`config.mk`:
```
export PLATFORM = sky130hd
export DESIGN_NAME = deadman_motion_command_gate
export DESIGN_NICKNAME = d
export VERILOG_FILES = /design/src/hw/rtl/dmcg_pkg.sv /design/src/hw/rtl/dmcg_cfg.sv /design/src/hw/rtl/dmcg_core.sv /design/src/hw/rtl/deadman_motion_command_gate.sv
export SDC_FILE = /design/constraint.sdc
export NUM_CORES = 1
export LEC_CHECK = 0
export ABC_AREA = 0
export ABC_CLOCK_PERIOD_IN_PS = 13450
export BUFFER_PORTS_ARGS = -buffer_cell sky130_fd_sc_hd__buf_4
export CELL_PAD_IN_SITES_DETAIL_PLACEMENT = 1
export CELL_PAD_IN_SITES_GLOBAL_PLACEMENT = 1
export CORE_MARGIN = 2
export CORE_UTILIZATION = 50
export DETAILED_ROUTE_END_ITERATION = 7
export PLACE_DENSITY_LB_ADDON = 0.1
export RECOVER_POWER = 25
export SYNTH_ARGS = -nofsm -noshare
export SYNTH_HDL_FRONTEND = slang
export SYNTH_SLANG_ARGS = --single-unit
```
`constraint.sdc`:
```
create_clock -name clk -period 13.45 [get_ports clk]
set_input_delay 1.345 -clock clk [delete_from_list [all_inputs] [get_ports clk]]
set_output_delay 1.345 -clock clk [all_outputs]
set_load 0.03 [all_outputs]
```
`src/hw/rtl/dmcg_pkg.sv`:
```
`timescale 1ns / 1ps
`default_nettype none
// ----------------------------------------------------------------------------
// dmcg_pkg: shared types and constants for the dead-man motion command gate
// Holds the request and configuration records, the kind, status and register
// index codes, and the timer width.
// ----------------------------------------------------------------------------
package dmcg_pkg;

	// Timer width for the command and speed-step ages
	localparam int AGE_BITS = 16;
	// Compare width covering both the ages and the 16-bit tick registers
	localparam int CMP_W    = (AGE_BITS > 16) ? AGE_BITS : 16;

	localparam int CFG_DATA_W = 16;
	localparam int CFG_IDX_W  = 3;

	// Reset values of the configuration registers
	localparam logic [6:0]  DEADBAND_RST = 7'd5;
	localparam logic [7:0]  MAX_STEP_RST = 8'd5;
	localparam logic [15:0] TIMEOUT_RST  = 16'd500;
	localparam logic [6:0]  SPD_STEP_RST = 7'd5;
	localparam logic [15:0] REPEAT_RST   = 16'd120;

	// Drive limits
	localparam logic signed [7:0] DRIVE_MAX = 8'sd100;
	localparam logic signed [7:0] DRIVE_MIN = -8'sd100;
	localparam logic [6:0]        LEVEL_MAX = 7'd100;

	typedef enum logic [1:0] {
		KIND_COMMAND = 2'd0,
		KIND_TICK    = 2'd1,
		KIND_FAULT   = 2'd2,
		KIND_SESSION = 2'd3
	} kind_t;

	typedef enum logic [1:0] {
		ST_APPLIED = 2'd0,
		ST_WAIT    = 2'd1,
		ST_STOPPED = 2'd2,
		ST_HELD    = 2'd3
	} status_t;

	typedef enum logic [CFG_IDX_W-1:0] {
		REG_DEADBAND = 3'd0,
		REG_MAX_STEP = 3'd1,
		REG_TIMEOUT  = 3'd2,
		REG_SPD_STEP = 3'd3,
		REG_REPEAT   = 3'd4
	} reg_idx_t;

	typedef struct packed {
		logic [6:0]  servo_deadband;
		logic [7:0]  servo_max_step;
		logic [15:0] timeout_ticks;
		logic [6:0]  speed_step;
		logic [15:0] speed_repeat_ticks;
	} cfg_t;

	typedef struct packed {
		logic [1:0]        kind;
		logic signed [7:0] left_stick;
		logic signed [7:0] right_stick;
		logic signed [7:0] left_trigger;
		logic signed [7:0] right_trigger;
		logic              deadman;
		logic              speed_up;
		logic              speed_down;
		logic              estop_request;
	} req_t;

endpackage
`default_nettype wire

```
`src/hw/rtl/dmcg_cfg.sv`:
```
`timescale 1ns / 1ps
`default_nettype none
// ----------------------------------------------------------------------------
// dmcg_cfg: configuration register file
// Five write-only registers, loaded from the write port by index.
// ----------------------------------------------------------------------------
module dmcg_cfg (
	input  wire logic                            clk,
	input  wire logic                            arst_n,
	input  wire logic                            cfg_we,
	input  wire logic [dmcg_pkg::CFG_IDX_W-1:0]  cfg_index,
	input  wire logic [dmcg_pkg::CFG_DATA_W-1:0] cfg_wdata,
	output dmcg_pkg::cfg_t                       cfg
);
	import dmcg_pkg::*;

	cfg_t cfg_q;

	// Load the addressed register; unknown indexes are dropped
	always_ff @(posedge clk or negedge arst_n) begin
		if (!arst_n) begin
			cfg_q.servo_deadband     <= DEADBAND_RST;
			cfg_q.servo_max_step     <= MAX_STEP_RST;
			cfg_q.timeout_ticks      <= TIMEOUT_RST;
			cfg_q.speed_step         <= SPD_STEP_RST;
			cfg_q.speed_repeat_ticks <= REPEAT_RST;
		end else if (cfg_we) begin
			case (reg_idx_t'(cfg_index))
				REG_DEADBAND: cfg_q.servo_deadband     <= cfg_wdata[6:0];
				REG_MAX_STEP: cfg_q.servo_max_step     <= cfg_wdata[7:0];
				REG_TIMEOUT:  cfg_q.timeout_ticks      <= cfg_wdata[15:0];
				REG_SPD_STEP: cfg_q.speed_step         <= cfg_wdata[6:0];
				REG_REPEAT:   cfg_q.speed_repeat_ticks <= cfg_wdata[15:0];
				default: begin
				end
			endcase
		end
	end

	assign cfg = cfg_q;

endmodule
`default_nettype wire

```
`src/hw/rtl/dmcg_core.sv`:
```
`timescale 1ns / 1ps
`default_nettype none
// ----------------------------------------------------------------------------
// dmcg_core: gate state update and result register
// Applies one request per cycle to the gate state unless a result stalls.
// Output state registers, with status and valid, form the result register.
// ----------------------------------------------------------------------------
module dmcg_core (
	input  wire logic              clk,
	input  wire logic              arst_n,
	input  wire dmcg_pkg::cfg_t    cfg,
	input  wire logic              item_valid,
	input  wire dmcg_pkg::req_t    item,
	output logic                   item_take,
	input  wire logic              res_ready,
	output logic                   res_valid,
	output logic signed [7:0]      left_wing_out,
	output logic signed [7:0]      right_wing_out,
	output logic signed [7:0]      vector_out,
	output logic [6:0]             speed_out,
	output logic                   armed_out,
	output logic [1:0]             status
);
	import dmcg_pkg::*;

	// State
	logic                  stop_latch_q, armed_q, has_stepped_q, command_seen_q;
	logic [6:0]            speed_target_q, held_speed_q;
	logic signed [7:0]     vector_pos_q, held_left_q, held_right_q;
	logic [AGE_BITS-1:0]   step_age_q, command_age_q;
	status_t               status_q;
	logic                  res_valid_q;

	// Next state
	logic                  stop_latch_d, armed_d, has_stepped_d, command_seen_d;
	logic [6:0]            speed_target_d, held_speed_d;
	logic signed [7:0]     vector_pos_d, held_left_d, held_right_d;
	logic [AGE_BITS-1:0]   step_age_d, command_age_d;
	status_t               status_d;

	// Command decode
	logic signed [7:0]     lw, rw;
	logic [6:0]            lt, rt;
	logic                  enabled, step_ok, neutral;
	logic [7:0]            spd_sum;
	logic [6:0]            spd_new, spd;
	logic [AGE_BITS-1:0]   step_age_inc, cmd_age_inc;

	// Vector slew
	logic signed [9:0]     pos10, tgt_l, tgt_r, tgt, delta, stp10;
	logic                  hl, hr;

	function automatic logic signed [7:0] clamp_stick(input logic signed [7:0] x);
		if (x < DRIVE_MIN)
			return DRIVE_MIN;
		else if (x > DRIVE_MAX)
			return DRIVE_MAX;
		else
			return x;
	endfunction

	function automatic logic [6:0] clamp_level(input logic signed [7:0] x);
		if (x[7])
			return 7'd0;
		else if (x > DRIVE_MAX)
			return LEVEL_MAX;
		else
			return x[6:0];
	endfunction

	function automatic logic signed [9:0] abs10(input logic signed [9:0] x);
		return x[9] ? -x : x;
	endfunction

	function automatic logic [AGE_BITS-1:0] age_sat(input logic [AGE_BITS-1:0] a);
		return (&a) ? a : a + AGE_BITS'(1);
	endfunction

	assign item_take    = item_valid && (!res_valid_q || res_ready);
	assign step_age_inc = age_sat(step_age_q);
	assign cmd_age_inc  = age_sat(command_age_q);

	// Gate the command: latch, enable, speed step
	always_comb begin
		stop_latch_d = stop_latch_q;
		if (item.estop_request)
			stop_latch_d = 1'b1;
		if (!item.deadman)
			stop_latch_d = 1'b0;
		enabled = item.deadman && !stop_latch_d;

		step_ok = !item.estop_request && enabled && (item.speed_up != item.speed_down)
			&& (!has_stepped_q
			|| CMP_W'(step_age_q) >= CMP_W'(cfg.speed_repeat_ticks));

		spd_sum = {1'b0, speed_target_q} + {1'b0, cfg.speed_step};
		if (item.speed_up)
			spd_new = (spd_sum > {1'b0, LEVEL_MAX}) ? LEVEL_MAX : spd_sum[6:0];
		else
			spd_new = (cfg.speed_step > speed_target_q) ? 7'd0
				: speed_target_q - cfg.speed_step;
		spd = step_ok ? spd_new : speed_target_q;

		lw = enabled ? clamp_stick(item.left_stick) : 8'sd0;
		rw = enabled ? clamp_stick(item.right_stick) : 8'sd0;
		lt = enabled ? clamp_level(item.left_trigger) : 7'd0;
		rt = enabled ? clamp_level(item.right_trigger) : 7'd0;
		if (!enabled)
			spd = 7'd0;

		neutral = !item.estop_request && !enabled && !item.speed_up && !item.speed_down;
	end

	// Pick the vector target and slew toward it
	always_comb begin
		pos10 = 10'(vector_pos_q);
		tgt_l = -$signed({3'b000, lt});
		tgt_r = $signed({3'b000, rt});
		hl    = lt > cfg.servo_deadband;
		hr    = rt > cfg.servo_deadband;
		if (hl && hr)
			tgt = (abs10(tgt_l - pos10) <= abs10(tgt_r - pos10)) ? tgt_l : tgt_r;
		else if (hl)
			tgt = tgt_l;
		else if (hr)
			tgt = tgt_r;
		else
			tgt = 10'sd0;
		stp10 = $signed({2'b00, cfg.servo_max_step});
		delta = tgt - pos10;
		if (delta > stp10)
			vector_pos_d = 8'(pos10 + stp10);
		else if (delta < -stp10)
			vector_pos_d = 8'(pos10 - stp10);
		else
			vector_pos_d = 8'(tgt);
	end

	// Next gate state per request kind
	always_comb begin
		armed_d        = armed_q;
		has_stepped_d  = has_stepped_q;
		command_seen_d = command_seen_q;
		speed_target_d = speed_target_q;
		held_speed_d   = held_speed_q;
		held_left_d    = held_left_q;
		held_right_d   = held_right_q;
		step_age_d     = step_age_q;
		command_age_d  = command_age_q;
		status_d       = ST_STOPPED;

		case (kind_t'(item.kind))
			KIND_COMMAND: begin
				command_age_d  = '0;
				command_seen_d = 1'b1;
				if (!armed_q && !neutral) begin
					status_d = ST_WAIT;
				end else begin
					armed_d       = 1'b1;
					held_left_d   = lw;
					held_right_d  = rw;
					held_speed_d  = spd;
					status_d      = ST_APPLIED;
					if (!enabled) begin
						speed_target_d = '0;
						has_stepped_d  = 1'b0;
						step_age_d     = '0;
					end else if (step_ok) begin
						speed_target_d = spd_new;
						has_stepped_d  = 1'b1;
						step_age_d     = '0;
					end
				end
			end
			KIND_TICK: begin
				step_age_d    = step_age_inc;
				command_age_d = cmd_age_inc;
				if (!command_seen_q || CMP_W'(cmd_age_inc) > CMP_W'(cfg.timeout_ticks))
					status_d = ST_STOPPED;
				else
					status_d = ST_HELD;
			end
			KIND_SESSION: begin
				armed_d  = 1'b0;
				status_d = ST_STOPPED;
			end
			default: begin
				status_d = ST_STOPPED;
			end
		endcase

		// Halt: drop held command and motion state
		if (status_d == ST_STOPPED || status_d == ST_WAIT) begin
			held_left_d    = '0;
			held_right_d   = '0;
			held_speed_d   = '0;
			speed_target_d = '0;
			has_stepped_d  = 1'b0;
			step_age_d     = '0;
		end
	end

	// Hold state and result; advance on each taken request
	always_ff @(posedge clk or negedge arst_n) begin
		if (!arst_n) begin
			stop_latch_q   <= 1'b1;
			armed_q        <= 1'b0;
			has_stepped_q  <= 1'b0;
			command_seen_q <= 1'b0;
			speed_target_q <= '0;
			held_speed_q   <= '0;
			vector_pos_q   <= '0;
			held_left_q    <= '0;
			held_right_q   <= '0;
			step_age_q     <= '0;
			command_age_q  <= '0;
			status_q       <= ST_STOPPED;
			res_valid_q    <= 1'b0;
		end else begin
			res_valid_q <= item_take || (res_valid_q && !res_ready);
			if (item_take) begin
				armed_q        <= armed_d;
				has_stepped_q  <= has_stepped_d;
				command_seen_q <= command_seen_d;
				speed_target_q <= speed_target_d;
				held_speed_q   <= held_speed_d;
				held_left_q    <= held_left_d;
				held_right_q   <= held_right_d;
				step_age_q     <= step_age_d;
				command_age_q  <= command_age_d;
				status_q       <= status_d;
				if (kind_t'(item.kind) == KIND_COMMAND)
					stop_latch_q <= stop_latch_d;
				if (kind_t'(item.kind) == KIND_COMMAND && status_d == ST_APPLIED)
					vector_pos_q <= vector_pos_d;
				else if (status_d == ST_STOPPED || status_d == ST_WAIT)
					vector_pos_q <= '0;
			end
		end
	end

	assign res_valid      = res_valid_q;
	assign left_wing_out  = held_left_q;
	assign right_wing_out = held_right_q;
	assign vector_out     = vector_pos_q;
	assign speed_out      = held_speed_q;
	assign armed_out      = armed_q;
	assign status         = status_q;

	// A stopped or waiting result carries no motion
	a_stop_zero: assert property (@(posedge clk) disable iff (!arst_n)
		res_valid_q && (status_q == ST_STOPPED || status_q == ST_WAIT)
		|-> held_left_q == 8'sd0 && held_right_q == 8'sd0 && vector_pos_q == 8'sd0
			&& held_speed_q == 7'd0)
		else $error("stopped result carries motion");

	// Applied command always leaves the gate armed
	a_applied_armed: assert property (@(posedge clk) disable iff (!arst_n)
		res_valid_q && status_q == ST_APPLIED |-> armed_q)
		else $error("applied result while disarmed");

	// Waiting for neutral only happens while disarmed
	a_wait_disarmed: assert property (@(posedge clk) disable iff (!arst_n)
		res_valid_q && status_q == ST_WAIT |-> !armed_q)
		else $error("waiting result while armed");

	// A result held back by the receiver stays put
	a_res_hold: assert property (@(posedge clk) disable iff (!arst_n)
		res_valid_q && !res_ready |=> res_valid_q && $stable(status_q)
			&& $stable(vector_pos_q))
		else $error("stalled result changed");

	// Speed never leaves its range
	a_speed_range: assert property (@(posedge clk) disable iff (!arst_n)
		held_speed_q <= LEVEL_MAX && speed_target_q <= LEVEL_MAX)
		else $error("speed out of range");

endmodule
`default_nettype wire

```
`src/hw/rtl/deadman_motion_command_gate.sv`:
```
`timescale 1ns / 1ps
`default_nettype none
// ----------------------------------------------------------------------------
// deadman_motion_command_gate: safety gate for a drive command
// Request channel req_valid/req_ready carries one item: a command, a
// one-millisecond tick, a fault stop or a session change. Result channel
// res_valid/res_ready returns exactly one result per request: wing drives,
// vector servo position, speed, armed flag and status.
// Each accepted request passes through the request register, then the state
// update writes its result into the result register. One request is taken
// per cycle while the receiver keeps up; the combinational state update
// between the two registers allows this rate.
// An empty request register accepts while a result waits: it refills in
// the cycle the result is taken. When the receiver stalls, the result and
// the request register both hold, and req_ready drops once both are full.
// Reset (arst_n low) disarms the gate, sets the emergency-stop latch, clears
// speed, vector and timers, and loads the configuration defaults.
// Configuration writes (cfg_we, cfg_index, cfg_wdata) take effect at the
// next clock edge and belong to idle periods only.
// ----------------------------------------------------------------------------
module deadman_motion_command_gate (
	input  wire logic                            clk,
	input  wire logic                            arst_n,
	input  wire logic                            cfg_we,
	input  wire logic [dmcg_pkg::CFG_IDX_W-1:0]  cfg_index,
	input  wire logic [dmcg_pkg::CFG_DATA_W-1:0] cfg_wdata,
	input  wire logic                            req_valid,
	output logic                                 req_ready,
	input  wire logic [1:0]                      kind,
	input  wire logic signed [7:0]               left_stick,
	input  wire logic signed [7:0]               right_stick,
	input  wire logic signed [7:0]               left_trigger,
	input  wire logic signed [7:0]               right_trigger,
	input  wire logic                            deadman,
	input  wire logic                            speed_up,
	input  wire logic                            speed_down,
	input  wire logic                            estop_request,
	output logic                                 res_valid,
	input  wire logic                            res_ready,
	output logic signed [7:0]                    left_wing_out,
	output logic signed [7:0]                    right_wing_out,
	output logic signed [7:0]                    vector_out,
	output logic [6:0]                           speed_out,
	output logic                                 armed_out,
	output logic [1:0]                           status
);
	import dmcg_pkg::*;

	cfg_t cfg;
	req_t item_s1;
	logic valid_s1;
	logic item_take;

	dmcg_cfg u_cfg (
		.clk       (clk),
		.arst_n    (arst_n),
		.cfg_we    (cfg_we),
		.cfg_index (cfg_index),
		.cfg_wdata (cfg_wdata),
		.cfg       (cfg)
	);

	// Request register: refill when empty or draining this cycle
	assign req_ready = !valid_s1 || item_take;

	always_ff @(posedge clk or negedge arst_n) begin
		if (!arst_n) begin
			valid_s1 <= 1'b0;
		end else if (req_ready) begin
			valid_s1 <= req_valid;
		end
	end

	always_ff @(posedge clk) begin
		if (req_ready && req_valid) begin
			item_s1.kind          <= kind;
			item_s1.left_stick    <= left_stick;
			item_s1.right_stick   <= right_stick;
			item_s1.left_trigger  <= left_trigger;
			item_s1.right_trigger <= right_trigger;
			item_s1.deadman       <= deadman;
			item_s1.speed_up      <= speed_up;
			item_s1.speed_down    <= speed_down;
			item_s1.estop_request <= estop_request;
		end
	end

	dmcg_core u_core (
		.clk            (clk),
		.arst_n         (arst_n),
		.cfg            (cfg),
		.item_valid     (valid_s1),
		.item           (item_s1),
		.item_take      (item_take),
		.res_ready      (res_ready),
		.res_valid      (res_valid),
		.left_wing_out  (left_wing_out),
		.right_wing_out (right_wing_out),
		.vector_out     (vector_out),
		.speed_out      (speed_out),
		.armed_out      (armed_out),
		.status         (status)
	);

endmodule
`default_nettype wire

```
-- Word level (Yosys, flattened, before mapping)
Index checks and enable logic that the tools add are counted.
- output and inout port bits: 36
- bits in registers: 163
- logic and storage cells: 181
- add/sub/neg operators: 13
- equal/unequal tests: 16
- reduce and logical (&&, ||, !) cells: 54
- magnitude comparators: 15
- muxes and demuxes: 56
- operators by type and width (cell ; number):
    $mux W8 ; 16
    $mux W7 ; 15
    $mux W16 ; 6
    $pmux W16 S2 ; 2
    $mux W10 ; 5
    $add A16 B1 Y16 const B ; 2
    $gt A8 B8 Y1 const B ; 4
    $reduce_and A16 Y1 ; 2
    $gt A7 B7 Y1 ; 3
    $neg A10 Y10 ; 2
    $sub A10 B8 Y10 ; 2
    $ge A16 B16 Y1 ; 1
    $gt A16 B16 Y1 ; 1
    $lt A8 B8 Y1 const B ; 2
    $reduce_and A2 Y1 ; 8
    $logic_and A1 B1 Y1 ; 13
    $logic_not A1 Y1 ; 12
    $gt A10 B9 Y1 ; 1
    $le A10 B10 Y1 ; 1
    $lt A10 B10 Y1 ; 1
    $mux W1 ; 10
    $neg A7 Y10 ; 1
    $neg A8 Y10 ; 1
    $ne A3 B3 Y1 const B ; 3
    25 further kinds ; 40

-- Longest topological paths before layout
- word-level depth: 17
- depth in mapped cells: 44
- depth with buffers taken out: 42

-- Cells and area by module
Synthesis repeated with hierarchy kept, for this count alone.
- cells, all modules: 1249
- area total of the unflattened synthesis: 11745.0 um2
- modules (own cells, without submodules) (module ; cells an instance ; times used ; area each (um2)):
    dmcg_core ; 1089 ; 1 ; 8470.6
    dmcg_cfg ; 118 ; 1 ; 2079.5
    deadman_motion_command_gate ; 42 ; 1 ; 1194.9

-- Worst setup path after synthesis
No wires, ideal clock.
- path type: reg-to-reg
- start: reg item_s1[0] (netlist name)
- end: reg u_core.vector_pos_q[6], in the netlist u_core.vector_out[6]
- clock period less this slack: 8.100 ns
- required time: 13.383 ns
- cell stages (with the launch flop): 36
- buffers on the path: 1
- data arrival time: 8.033 ns
- setup slack: 5.350 ns
- cell sequence: edfxtp_1 > or4b_4 > nor2_1 > nand2_1 > ha_1 > ha_1 > nor2b_1 > o21ai_0 > a21oi_1 > o21ai_0 > nand2_1 > xor2_1 > or4_1 > o31ai_1 > xnor2_1 > ha_1 > a2111oi_0 > o221ai_1 > and3_1 > o21ai_1 > o22ai_1 > ha_1 > or2_1 > a21oi_1 > nor3_1 > a2111oi_2 > xnor2_1 > ha_1 > nand2b_1 > o41a_1 > o21ai_1 > clkbuf_1 > nand3_1 > mux2_1 > nand4_1 > a22o_1
- cells in the longest elaborated chain, start to end: 17
- elaborated cells on any way between the ends: 43
- those cells by class: add/sub: 6; order compare: 5; eq/ne: 2; mux: 15; reduce/logical: 15
- RTL lines (element ; line ; source):
    from (decl) ; deadman_motion_command_gate.sv:50 ; req_t item_s1;
    $mux W1 ; dmcg_core.sv:86 ; if (item.estop_request)
    $mux W1 ; dmcg_core.sv:88 ; if (!item.deadman)
    $logic_not A1 Y1 ; dmcg_core.sv:90 ; enabled = item.deadman && !stop_latch_d;
    $logic_and A1 B1 Y1 ; dmcg_core.sv:90 ;
    $mux W7 ; dmcg_core.sv:106 ; lt = enabled ? clamp_level(item.left_trigger) : 7'd0;
    $neg A7 Y10 ; dmcg_core.sv:117 ; tgt_l = -$signed({3'b000, lt});
    $sub A10 B8 Y10 ; dmcg_core.sv:122 ; tgt = (abs10(tgt_l - pos10) <= abs10(tgt_r - pos10)) ? tgt_l : tgt_r;
    $neg A10 Y10 ; dmcg_core.sv:72 ; return x[9] ? -x : x;
    $mux W10 ; dmcg_core.sv:72 ;
    $le A10 B10 Y1 ; dmcg_core.sv:122 ;
    $mux W10 ; dmcg_core.sv:122 ;
    $mux W10 ; dmcg_core.sv:121 ; if (hl && hr)
    $sub A10 B8 Y10 ; dmcg_core.sv:130 ; delta = tgt - pos10;
    $lt A10 B10 Y1 ; dmcg_core.sv:133 ; else if (delta < -stp10)
    $mux W8 ; dmcg_core.sv:133 ;
    $mux W8 ; dmcg_core.sv:131 ; if (delta > stp10)
    $mux W8 ; dmcg_core.sv:234 ; if (kind_t'(item.kind) == KIND_COMMAND && status_d == ST_APPLIED)
    to (signal assigned) ; dmcg_core.sv:235 ; vector_pos_q <= vector_pos_d;
    to (decl) ; dmcg_core.sv:29 ; logic signed [7:0] vector_pos_q, held_left_q, held_right_q;
Parallel ways exist; a longest one is shown, timed or not.
A chain may end at the register's enable or synchronous reset.

-- Worst setup path after layout
- start: reg item_s1[0] (netlist name)
- end: reg u_core.vector_pos_q[2], in the netlist u_core.vector_out[2]
The elaborated chain is that of the path after synthesis.

==> results.rst <==
.. list-table::
   :header-rows: 1

   * - Metric
     - Value
   * - Status
     - finished with violations
   * - Violated checks
     - capacitance limit, slew limit
   * - Synthesis-stage register bit count
     - approximately 160
   * - Shortest period the worst path allows
     - 9.44 ns
   * - Post-placement worst setup slack
     - 4.05 ns
   * - Commonest non-fill, non-tap cells in the layout
     - 142 x sky130_fd_sc_hd__nand2_1, 132 x sky130_fd_sc_hd__ha_1, 113 x sky130_fd_sc_hd__o21ai_0
   * - Initial antenna violation count
     - 4
   * - Startpoint kind of the worst setup timing path
     - register
   * - Count of cells resized by post-cts repair
     - 0
   * - Global-route wire length before repair
     - ~55000 um
   * - Die boundary height
     - 157 um
   * - Post-CTS setup repair buffer count
     - 0
   * - Post-synth top flop
     - sky130_fd_sc_hd__dfrtp_1
   * - Remaining DRCs
     - 0
   * - CTS hold repair buffers
     - 0
   * - Endpoint of the worst setup timing path
     - u_core.vector_out[2]
   * - GR Util All Layers
     - 28.5%
   * - Half-perimeter wire length after detailed placement
     - 26300 um
   * - Setup Skew
     - 0.0122 ns
   * - Worst IR Drop VDD
     - 0.000213 V
   * - Type of the worst setup path
     - reg -> reg
   * - Layout Area Growth over Synthesis
     - 14.1%
   * - Largest net degree at the start of global routing
     - 74
   * - Setup slack of the critical path after layout
     - 4.01 ns
   * - Total Power Consumption
     - 0.00286 W
   * - Number of vias per cell
     - 5.86
   * - Delay of the slowest cell on the worst path
     - 0.60 ns
   * - Largest buffer count on any clock path
     - 2
   * - Ys async rst share
     - 76.7%
   * - Setup slack of the worst register-to-register path
     - 4.01 ns
   * - Arrival time at the worst endpoint
     - a little under 10 ns
   * - Root Buffer Master
     - sky130_fd_sc_hd__clkbuf_16
   * - Kind of cell adding the most delay to the critical path
     - compound AO/OA/AOI/OAI gates
   * - Initial DRC Count
     - 484
   * - Hold Vio Cnt, Final
     - 0
   * - Arithmetic-cell share of the synthesized area counting full adders, half adders and majority gates
     - 15.4%
   * - Final Slew Violations
     - between 50 and 60
   * - Ratio of final minimum period to clock period
     - ~70%
   * - Mean instance size in the synthesized netlist
     - a little over 9 sq um
   * - Summed instance area of the synthesized netlist
     - 11600 sq um
   * - Leakage Power
     - 6.11 nW
   * - Number of clock sinks seen by CTS
     - about 160
   * - Max capacitance violation total
     - 1
   * - Placement row count
     - 55
   * - P per Cell Area
     - 215 nW/um^2
   * - Critical path depth
     - 39
   * - Top cell by count, worst path
     - sky130_fd_sc_hd__ha_1
   * - Final total negative setup slack
     - 0 ns
   * - Later-pin clock latency in the skew report
     - 0.43 ns
   * - Count of nets after finishing
     - 1583
   * - Worst path slowest cell
     - sky130_fd_sc_hd__or4b_4
   * - Setup repair after global routing missed its margin
     - false
   * - Synth Area in Compound Gates
     - ~18%
   * - Commonest non-fill, non-tap cell in the layout
     - sky130_fd_sc_hd__nand2_1
   * - Register-to-Register Path Depth
     - 39
   * - Number of H-tree branching levels
     - 4
   * - Beginning of the worst register-to-register path
     - item_s1[0]
   * - Drt pass-1 iters
     - 5
   * - Dominant combinational cell family by area after synthesis
     - compound AO/OA/AOI/OAI gates
   * - Relative max-transition margin
     - -108%
   * - GRT Residual Overflow
     - 0
   * - Via count of the first global-routing pass
     - roughly 11000
   * - Drt total wl
     - around 34000 um
   * - Multiplexer share of the synthesized area
     - around 2.3%
   * - Warnings from Yosys
     - 0
   * - Post-route ant nets
     - 0
   * - Nature of the critical path endpoint
     - register
   * - WP buf/inv
     - 0
   * - Die area
     - 24500 sq um
   * - Clock transition at the registers of the reported paths
     - around 0.070 ns
   * - Die width
     - 157 um
   * - Startpoint of the worst setup timing path
     - item_s1[0]
   * - Std-Cell Core Area
     - 22800 sq um
   * - Critical-path maximum fanout
     - 16
   * - Ports
     - 98
   * - Post-synthesis sequential area ratio
     - 36.8%
   * - Share of post-route cells with drive strength above 1
     - about 13%
   * - Count of cell types in the netlist
     - 74
   * - Highest clock frequency the design can meet
     - 0.106 GHz
   * - Synthesized-area fraction occupied by xor and xnor cells
     - 5.26%
   * - CTS tree
     - yes
   * - Number of CTS-inserted buffers
     - 17
   * - Finish-stage setup viols
     - 0
   * - Post-synthesis share of cell area spent on and, or, nand and nor gates
     - 17.7%
   * - Number of instances in the synthesized netlist
     - approximately 1300
   * - Class of the worst hold path
     - reg -> reg
   * - Slew of the pin with the lowest slew margin
     - 3.12 ns
   * - Routed wire length per instance
     - 19.9 um
   * - Total via count after detailed routing
     - 10000
   * - WP data required
     - roughly 14 ns
   * - End of the worst register-to-register path
     - u_core.vector_out[2]
   * - Placer's final routability congestion estimate
     - 0.889
   * - Initial standard-cell utilization of the core
     - 51.1%
   * - Number of enable-type register cells in the synthesized netlist
     - 38
   * - Count of input and output buffers
     - 97
[metal layers]
layer / up-vias / share of wire [%] / track usage (%)
li1: 4770 / - / -
met3: 81 / 2.7 / 2.82
met4: 0 / 4.2 / 13.6
met1: 4988 / 42 / 35.2
met2: 186 / 51 / 50.1
met5: - / 0 / 0
[logic make-up after synthesis]
kind of cell / after synthesis
AND/OR/NAND/NOR: 420
XOR/XNOR: 70
other: 1
flip-flops: 163
buffers and inverters: 137
multiplexers: 25
adder cells (fa/ha/maj): 139
AO/OA/AOI/OAI: 332
[worst min-delay path by stage]
stage | startpoint | depth (start not counted) | end
after detailed placement | u_core.left_wing_out[6] | 2 | u_core.left_wing_out[6]
after global routing | u_core.left_wing_out[6] | 2 | u_core.left_wing_out[6]
after global placement | u_core.right_wing_out[1] | 2 | u_core.right_wing_out[1]
after floorplan | u_core.command_seen_q | 1 | u_core.command_seen_q
final | u_core.left_wing_out[6] | 2 | u_core.left_wing_out[6]
after CTS | u_core.left_wing_out[6] | 2 | u_core.left_wing_out[6]
[synth_stat cells (20+ instances only)]
cell	instances	area, sq um
sky130_fd_sc_hd__a21oi_1	77	385
sky130_fd_sc_hd__clkbuf_1	24	90.1
sky130_fd_sc_hd__dfrtp_1	107	2680
sky130_fd_sc_hd__edfxtp_1	38	1140
sky130_fd_sc_hd__ha_1	132	1650
sky130_fd_sc_hd__inv_1	111	417
sky130_fd_sc_hd__nand2_1	142	533
sky130_fd_sc_hd__nand2b_1	28	175
sky130_fd_sc_hd__nand3_1	38	190
sky130_fd_sc_hd__nor2_1	77	289
sky130_fd_sc_hd__nor3_1	22	110
sky130_fd_sc_hd__o21ai_0	113	566
sky130_fd_sc_hd__xnor2_1	50	438
sky130_fd_sc_hd__xor2_1	20	175
[area by class of cell]
type                    count  area, sq um
fillers                  2672         9480
multi-input cells         988         6840
flip-flops and latches    163         4290
repair buffers            101          743
clock buffers              18          439
inverters                 111          417
well taps                 313          392
clock inverters            14          166
diodes                      4         10.0
[per-stage QoR]
stage          hold WS (ns)  utilization [%]  instance area, sq um  cells
4_1_cts               0.480             58.4                 13300   1708
6_report              0.475             58.4                 13300   1712
5_1_grt               0.508             58.4                 13300   1712
3_3_place_gp          0.457             55.7                 12700   1676
3_5_place_dp          0.462             55.7                 12700   1676
2_1_floorplan         0.455                -                 11700   1288
[power by group]
group	switching [W]	internal, W	leakage, nW
Combinational	0.000983	0.000736	3.86
Clock	0.000219	0.000285	0.289
Sequential	0.0000604	0.000577	1.96
Total	0.00126	0.00160	6.11
[flip-flops by register name (all words and copies together) (netlist names), 2 cells and up]
register               cells
u_core.left_wing_out       8
u_core.vector_out          8
u_core.status              2
u_cfg.cfg                 54
u_core.speed_target_q      7
u_core.right_wing_out      8
item_s1                   38
u_core.command_age_q      16
u_core.step_age_q         16
[worst register-to-register path: cells and delay by family (launching register included)]
kind / cells / cell delay [ns]
AO/OA/AOI/OAI: 18 / 3.88
AND/OR/NAND/NOR: 12 / 2.75
adder cells (fa/ha/maj): 6 / 1.72
flip-flops: 1 / 0.43
multiplexers: 1 / 0.31
XOR/XNOR: 2 / 0.26
(Power assumes the default switching activity.)
